### src/rtl/sri_mul.sv
`default_nettype none

module sri_mul #(
    parameter int AW = 33,
    parameter int BW = 17
) (
    input  wire logic                  clk,
    input  wire logic                  en_pp,
    input  wire logic                  en_sum,
    input  wire logic signed [AW-1:0]  a,
    input  wire logic signed [BW-1:0]  b,
    output logic signed [AW+BW-1:0]    p
);
    localparam int LA = AW / 2;
    localparam int HA = AW - LA;
    localparam int LB = BW / 2;
    localparam int HB = BW - LB;
    localparam int PW = AW + BW;

    logic signed [HA-1:0] a_hi;
    logic        [LA-1:0] a_lo;
    logic signed [HB-1:0] b_hi;
    logic        [LB-1:0] b_lo;

    logic signed [HA+HB-1:0]   pp_hh_next, pp_hh_reg;
    logic signed [HA+LB:0]     pp_hl_next, pp_hl_reg;
    logic signed [LA+HB:0]     pp_lh_next, pp_lh_reg;
    logic        [LA+LB-1:0]   pp_ll_next, pp_ll_reg;
    logic signed [PW-1:0]      p_next, p_reg;

    assign a_hi = a[AW-1:LA];
    assign a_lo = a[LA-1:0];
    assign b_hi = b[BW-1:LB];
    assign b_lo = b[LB-1:0];

    // partial products
    always_comb
    begin
        pp_hh_next = a_hi * b_hi;
        pp_hl_next = a_hi * $signed({1'b0, b_lo});
        pp_lh_next = $signed({1'b0, a_lo}) * b_hi;
        pp_ll_next = a_lo * b_lo;
    end

    always_comb
    begin
        p_next = (PW'(pp_hh_reg) <<< (LA + LB))
               + (PW'(pp_hl_reg) <<< LA)
               + (PW'(pp_lh_reg) <<< LB)
               + PW'(pp_ll_reg);
    end

    always_ff @(posedge clk)
    begin
        if (en_pp)
        begin
            pp_hh_reg <= pp_hh_next;
            pp_hl_reg <= pp_hl_next;
            pp_lh_reg <= pp_lh_next;
            pp_ll_reg <= pp_ll_next;
        end
        if (en_sum)
        begin
            p_reg <= p_next;
        end
    end

    assign p = p_reg;

endmodule

`default_nettype wire

### config.mk
export PLATFORM = sky130hd
export DESIGN_NAME = sri_mul
export DESIGN_NICKNAME = d
export VERILOG_FILES = /design/src/rtl/sri_mul.sv
export SDC_FILE = /design/constraint.sdc
export NUM_CORES = 2
export LEC_CHECK = 0
export ABC_AREA = 1
export CAP_MARGIN = 20
export CORE_MARGIN = 5
export CORE_UTILIZATION = 60
export DETAILED_ROUTE_END_ITERATION = 7
export DONT_BUFFER_PORTS = 1
export PLACE_DENSITY = 0.73
export SYNTH_ARGS = -nofsm -noshare
export SYNTH_HDL_FRONTEND = slang
export SYNTH_SLANG_ARGS = --single-unit
### constraint.sdc
create_clock -name clk -period 11.1 [get_ports clk]
set_input_delay 1.11 -clock clk [delete_from_list [all_inputs] [get_ports clk]]
set_output_delay 1.11 -clock clk [all_outputs]
set_load 0.005 [all_outputs]
==> impl_results.md <==
* Status: complete, no violations
* EDFF count, synth at 152
* Top-count cell post-synth: nand2_1
* Fillers at roughly 4,200
* Worst-Margin Slew at 980 ps
* Commonest cells post-synth: 1,084 x nand2_1, 985 x inv_1, 451 x fa_1
* Worst Reg-to-Reg Cells at 9
* Die X at 229 µm
* CP cell instances: inv_1 > buf_4 > or2_2 > fa_1 > fa_1 > inv_1 > fa_1 > fa_1 > fa_1 > ha_1 > a21oi_1 > nand2_1 > nand2_1 > nand3_1 > nand3_1 > nand2_1 > xor2_1
* Antenna Cells at 0
* Met1 Routed Length at 32,900 µm
* Async S/R FF share, synth at 0
* Largest area contributor in the synthesized netlist: fa_1
* Vias/cell at between 5 and 6
* Layout cells sized above 1 at 0.0196
* Clk Latency, worst-skew pair at 450 ps
* DR DRC count at 0
* Setup repair bufs after CTS at 0
* Cts bufs inserted at 17
* CTS hold repair buffers at 0
* Final setup viols at 0
* Worst R2R Start: pp_lh_reg[25]
* Fin cells at approximately 4,200
* CP peak stage delay at 510 ps
* DR vias at around 22,000
* Top cells by area, synth: fa_1 31%, edfxtp_1 16%, nand2_1 14%
* Starting DRT DRC Count at about 1,700
* Worst Setup SP: b[16]
* Post-synth top area share at 0.313
* Crit path required time at 11,290 ps
* Routability cong. at approximately 0.97
* Hold Crit Class: flop to flop
* Overflow after GRT at 0
* Worst Setup EP: pp_hh_reg[21]
* CTS Sinks at roughly 150
* Crit share post-route at 0.471
* Synthesis-stage register bit count at 152
* Vias in the first global route at approximately 23,000
* Post-DP HPWL at 57,200 µm
* Die ar. at 52,600 µm²
* Max FFs per register at 50
* Reg2reg end: p[48]
* Layout Skew at around 16 ps
* Total of max-cap violations at 0
* WL met3 at about 5200 µm
* Drt wl/cell at 16.8 µm
* Crit Path Max Fanout at 33
* Yosys warns at 0
* Cell area after synthesis at slightly below 30,000 µm²
* CTS resizes at 0
* Prevailing post-synth register cell: edfxtp_1
* Initial core utilization at 0.605
* Critical-path top delay cell: fa_1
* WS Path Type: input pin to flop
* Met2 wire length at approximately 31,000 µm
* Slew Viols, Final at 0
* Startpoint class of the critical path: input pin
* Core region area at roughly 48,000 µm²
* Flop-to-flop setup slack at about 7800 ps
* Nets at around 4,400
* I/O Pins at between 100 and 150
* I/O Buffers at 0
* Fmax at between 0.15 and 0.2 GHz
* Largest net degree at the start of global routing at 103
* H-tree depth at 4
* Relative max-transition margin at 0.346
* Initial antenna violation count at 2
* Final setup TNS at 0 ps
* Top sig layer: met4
* Most frequent CP cell: fa_1
* Drt pass-1 iters at 5
* CTS tree: yes
* Fin crit period at 5230 ps
* Area grow syn2layout at 2.96%
* RSZ-0062 raised after global routing: false
* Post-Syn Instances at 3,732
* Post-Route WL at slightly above 70,000 µm
* Clk slew on worst S/H paths at approximately 60 ps
* Worst path arrival time at 5420 ps
* Crit. End Element: flop
* Clock tree buffer depth at 2
* Syn avg cell area at approximately 7.7 µm²
* Synthesized Nets at 4,503
* Count of different cell masters after synthesis at 32
* Clock Tree Root: clkbuf_16
* Post-route ant nets at 0
* Final hold violation count at 0
* Sequential share of the synthesized area at 0.158
* Total Routing Usage GR at 0.284
* Num rows at 80
* Die H at roughly 230 µm
* Placed cells at between 4,000 and 5,000
* First-pass GRT wire length at 120,000 µm
layout make-up:
cell class                      count  area [µm²]  area share
Clock buffer                       18         429      0.0145
Inverter                          985        3700       0.124
Sequential cell                   152        4560       0.154
Multi-Input combinational cell   2461       20100       0.676
Tap cell                          615         769      0.0259
Timing Repair Buffer                1        7.51    0.000253
Clock inverter                     14         153     0.00514
metal layers:
layer  vias up  track usage
met2       787        0.443
met4         0       0.0774
li1      10800            -
met5         -            0
met1     10700        0.420
met3       116       0.0394
worst max-delay path, delay by kind of cell:
kind                       cells  cell delay (ps)
buffers and inverters          3              310
AOI/OAI and AO/OA              1              250
and+or+nand+nor                6              920
adders and majority gates      6             2680
xor gates and xnor gates       1              140
logic make-up (layout without fill, tap and decap cells):
kind of cell | Yosys count | count (layout) | synth area share
AND/OR/NAND/NOR | 1433 | 1433 | 0.199
buffers and inverters | 1119 | 1018 | 0.146
adder cells (fa/ha/maj) | 718 | 718 | 0.429
AO/OA/AOI/OAI | 220 | 220 | 0.0409
flip-flops | 152 | 152 | 0.158
XOR/XNOR | 90 | 90 | 0.0273
stage by stage:
stage,hold slack [ps],cell area (µm²),setup slack (ps),utilization
floorplan,400,28800,5450,-
global placement,402,29100,5500,0.611
detailed placement,405,29100,5460,0.611
CTS,420,29700,5940,0.623
global route,434,29700,5630,0.623
finish,421,29700,5870,0.623
layout by cell type, fill, tap and decap left out, types with 5 or more instances in the layout:
master     Yosys  layout
a21o_1        13      13
a21oi_1      129     129
clkbuf_16      0      17
edfxtp_1     152     152
fa_1         451     451
ha_1         267     267
inv_1        985     985
inv_6          0       5
nand2_1     1084    1084
nand2_2        9       9
nand3_1       95      95
nand4_1       47      47
nor2_1       162     162
nor2_2         8       8
o21ai_0       59      59
o21ai_2        5       5
or2_2         12      12
xnor2_1       25      25
xor2_1        65      65
how the worst min path moves through the flow:
stage,from,to,slack (ps),cells past startpoint
2_1_floorplan,pp_ll_reg[0],p[0],400,0
3_3_place_gp,pp_ll_reg[0],p[0],400,0
3_5_place_dp,pp_ll_reg[7],p[7],400,0
4_1_cts,pp_ll_reg[7],p[7],420,0
5_1_grt,pp_ll_reg[7],p[7],430,0
6_report,pp_ll_reg[7],p[7],420,0
Power is left out: the tool's default activity adds up to more than one toggle a clock period on the data nets, which glitch-free logic cannot reach.
