`src/rtl/sri_pkg.sv`:
```
`default_nettype none

package sri_pkg;

    localparam int DIM_W     = 16;
    localparam int CFG_IDX_W = 1;

    localparam logic [DIM_W-1:0] RESET_WIDTH  = 16'd1920;
    localparam logic [DIM_W-1:0] RESET_HEIGHT = 16'd1440;

    typedef enum logic [CFG_IDX_W-1:0] {
        CFG_IMAGE_WIDTH  = 1'b0,
        CFG_IMAGE_HEIGHT = 1'b1
    } cfg_idx_e;

    typedef struct packed {
        logic [DIM_W-1:0] image_width;
        logic [DIM_W-1:0] image_height;
    } cfg_t;

    // coordinate against zero (lo) and against the rectangle bound (hi)
    typedef struct packed {
        logic lo_lt;
        logic lo_gt;
        logic hi_lt;
        logic hi_gt;
    } coord_cmp_t;

    typedef struct packed {
        coord_cmp_t x1;
        coord_cmp_t y1;
        coord_cmp_t x2;
        coord_cmp_t y2;
        logic       w_nz;
        logic       h_nz;
    } flag_t;

    typedef struct packed {
        logic neg;
        logic zero;
    } sgn_t;

    // orientation signs of the segment line against the four corners
    typedef struct packed {
        sgn_t c00;
        sgn_t c0h;
        sgn_t cw0;
        sgn_t cwh;
    } corner_t;

endpackage

`default_nettype wire

```
`src/rtl/sri_cfg.sv`:
```
`default_nettype none

module sri_cfg (
    input  wire logic                clk,
    input  wire logic                rst_n,
    input  wire logic                cfg_write,
    input  wire sri_pkg::cfg_idx_e   cfg_index,
    input  wire logic [15:0]         cfg_data,
    output sri_pkg::cfg_t            cfg
);
    import sri_pkg::*;

    cfg_t cfg_reg;
    cfg_t cfg_next;

    always_comb
    begin
        cfg_next = cfg_reg;
        if (cfg_write)
        begin
            case (cfg_index)
                CFG_IMAGE_WIDTH:  cfg_next.image_width  = cfg_data[DIM_W-1:0];
                CFG_IMAGE_HEIGHT: cfg_next.image_height = cfg_data[DIM_W-1:0];
                default:          cfg_next = cfg_reg;
            endcase
        end
    end

    always_ff @(posedge clk or negedge rst_n)
    begin
        if (!rst_n)
        begin
            cfg_reg.image_width  <= RESET_WIDTH;
            cfg_reg.image_height <= RESET_HEIGHT;
        end
        else
        begin
            cfg_reg <= cfg_next;
        end
    end

    assign cfg = cfg_reg;

endmodule

`default_nettype wire

```
`config.mk`:
```
export PLATFORM = sky130hd
export DESIGN_NAME = sri_cfg
export DESIGN_NICKNAME = d
export VERILOG_FILES = /design/src/rtl/sri_pkg.sv /design/src/rtl/sri_cfg.sv
export SDC_FILE = /design/constraint.sdc
export NUM_CORES = 1
export LEC_CHECK = 0
export ABC_AREA = 1
export BUFFER_PORTS_ARGS = -buffer_cell sky130_fd_sc_hd__buf_2
export CELL_PAD_IN_SITES_DETAIL_PLACEMENT = 1
export CELL_PAD_IN_SITES_GLOBAL_PLACEMENT = 1
export CORE_AREA = 8 8 82 66
export CTS_CLUSTER_DIAMETER = 40
export DETAILED_ROUTE_END_ITERATION = 8
export DIE_AREA = 0 0 90 74
export PLACE_DENSITY_LB_ADDON = 0.1
export SYNTH_ARGS = -nofsm -noshare
export SYNTH_HDL_FRONTEND = slang
export SYNTH_SLANG_ARGS = --single-unit
```
`constraint.sdc`:
```
create_clock -name clk -period 0.9 [get_ports clk]
set_clock_uncertainty 0.2 [all_clocks]
set_input_delay 0.225 -clock clk [delete_from_list [all_inputs] [get_ports clk]]
set_output_delay 0.225 -clock clk [all_outputs]
set_load 0.01 [all_outputs]
```
==> impl_metrics.yaml <==
setup_path:
  reg2reg_to: "cfg[12]"
  reg2reg_from: "cfg[12]"
  reg2reg_slack_ns: -0.13
  crit_path_max_fanout: 2
  required_ns: 0.47
  critPathBufInv: 1
  crit_arrival_ns: 0.95
  end_kind: "output pin"
  start_kind: "flop"
  worstPathCellList: "buf_6"
  crit_start: "cfg[26]"
  crit_type: "reg -> out"
  crit_slowest_cell: "dfstp_2"
  crit_family: "flip-flops"
  reg2reg_depth: 4
  slowest_delay_ns: 0.56
clock_tree:
  numCtsBuffers: 5
  max-clock-path-buffers: 2
  tritoncts: "built"
  clock_latency_ns: 0.28
  clk_pin_slew_ns: 0.07
  ctsHoldBuffers: 1
  cts-htree-levels: 2
  cts_root_buf: "clkbuf_8"
  clock-sinks: 32
sta:
  drv_slew: 0
  setup_viol: 52
  rsz0062_at_grt: "true"
  relSlewSlack_pct: 84.4
  fin_crit_ns: 1.38
  max_freq_mhz: 727
  worst_pin_slew_ns: 0.234
  period_share_pct: 153
  fin_hold_ws_ns: -0.0379
  hold_viol_final: 19
  setup_slack_ns: -0.476
cells_and_area:
  num_antenna_cells: 0
  final_cells: 278
  syn_to_final_growth_pct: 63.0
  largest_reg_flops: 32
  final_common_cell: "nand2_1"
  nets: 240
  most-common-layout-cells: "44 x nand2_1, 37 x buf_2, 32 x nand3_1, 30 x buf_6, 24 x dfrtp_1"
  final_core_util_pct: 51.6
  drive_gt1_share_pct: 54.3
place:
  hpwl_um: 2970
  dp_cells: 257
  routabilityCongestion: 0.712
  portBuffers: 51
hold_path:
  min_to: "cfg[26]"
  hold_path_depth: 3
  min-delay-start: "cfg_data[10]"
  worst_hold_path_type: "in -> reg"
run_status:
  violations: "hold timing, setup timing"
  status: "complete, but fails checks"
routing:
  wl_met1_um: 2070
  drc: 0
  initialDrtViolationCount: 70
  via_count: 1266
  route.met3.wl_um: 248
  wl_um: 4540
  top_layer_used: "met4"
  drt.antenna.violating_nets: 0
  avgRoutedWirePerCell_um: 16.3
  dr.pass1.iters: 4
  wl_met2_um: 2190
  via_per_inst: 4.55
power_and_ir_drop:
  power.leakage_nw: 1.16
  power_density_nw_per_um2: 1860
  vdd_ir_drop_max_mv: 0.817
  p_total_w: 0.00403
global_routing:
  grt_pass1_wl_um: 6930
  antenna_found_initial: 0
  grt_pass1_vias: 1377
  track_usage_pct: 13.1
  grt_max_degree: 33
  grt_overflow_total: 0
die:
  die-height_um: 74
  rows: 21
  core-area_sq_um: 4200
  die_area_sq_um: 6660
  io_pins: 52
  die_w_um: 90
  initial_utilization_pct: 31.6
synth:
  ys_ff_latch: 32
  syn_inst: 140
  syn_area_sq_um: 1330
  avgSynthCellArea_sq_um: 9.50
  synth_cell_types: 9
  syn_nets: 160
  yosysWarnings: 0
  yosys.area.top_type_share_pct: 45.2
  seq_area_frac_synth_pct: 61.0
  yosys.area.top_type: "dfrtp_1"
  synth_area_leaders: "dfrtp_1 45%, nand2_1 18%, dfstp_2 16%"
job:
  maxCapViolCount: 0
-- layout make-up --
type	instances	area [sq um]
well taps	57	71.3
clock buffers	6	82.6
multi-input cells	98	497
repair buffers	82	686
inverters	1	11.3
flip-flops and latches	32	811
clock inverters	2	10.0
fillers	496	2040
-- metrics by stage --
stage	setup WS (ns)	area, sq um	setup TNS, ns
6_report	-0.476	2170	-13.12
5_1_grt	-0.505	2170	-14.83
4_1_cts	-0.480	1930	-12.60
3_5_place_dp	-0.229	1730	-8.50
3_3_place_gp	-0.202	1730	-7.91
2_1_floorplan	-0.0954	1360	-1.43
-- power breakdown --
group	total (W)	internal (W)	leakage (nW)	switching, W
combinational	0.00108	0.000591	0.729	0.000494
sequential	0.00179	0.00165	0.381	0.000133
clock	0.00116	0.000610	0.0510	0.000552
-- cells by family after synthesis --
group | Yosys count | share of synthesized area [%]
buffers and inverters | 10 | 6.58
flip-flops | 32 | 61.0
AND/OR/NAND/NOR | 98 | 32.5
-- worst max path at each step --
stage	endpoint	slack [ns]	depth (start not counted)
after global placement	cfg[9]	-0.20	4
final	cfg[26]	-0.48	1
after detailed placement	cfg[9]	-0.23	4
after global routing	cfg[24]	-0.51	1
after CTS	cfg[24]	-0.48	1
after floorplan	cfg[18]	-0.1	6
-- worst register-to-register path: stages, from the launching register on --
cell and delay [ns]:
dfrtp_1 0.40, buf_6 0.12, buf_6 0.10, nand2_2 0.05, nand2_1 0.06
-- routing by layer --
metal / global-route usage, % / up-vias
li1: - / 605
met2: 21.5 / 38
met4: 5.51 / 0
met1: 16.1 / 619
met5: 0 / -
met3: 3.83 / 4
-- timing repair --
action | 4_1_cts | 5_1_grt
setup buffers | 5 | 13
resized for setup | 17 | 41
hold endpoints to repair | 53 | 7
pin swaps | 5 | 13
gates cloned | 0 | 2
endpoints found under the setup margin | 49 | 60
-- synth_stat cells --
| cell | n |
|---|---|
| dfstp_2 | 8 |
| nand2_8 | 1 |
| nand2_4 | 1 |
| nand3_1 | 32 |
| buf_4 | 6 |
| dfrtp_1 | 24 |
| inv_6 | 1 |
| buf_6 | 3 |
| nand2_1 | 64 |
Power figures use the tool's default switching activity.
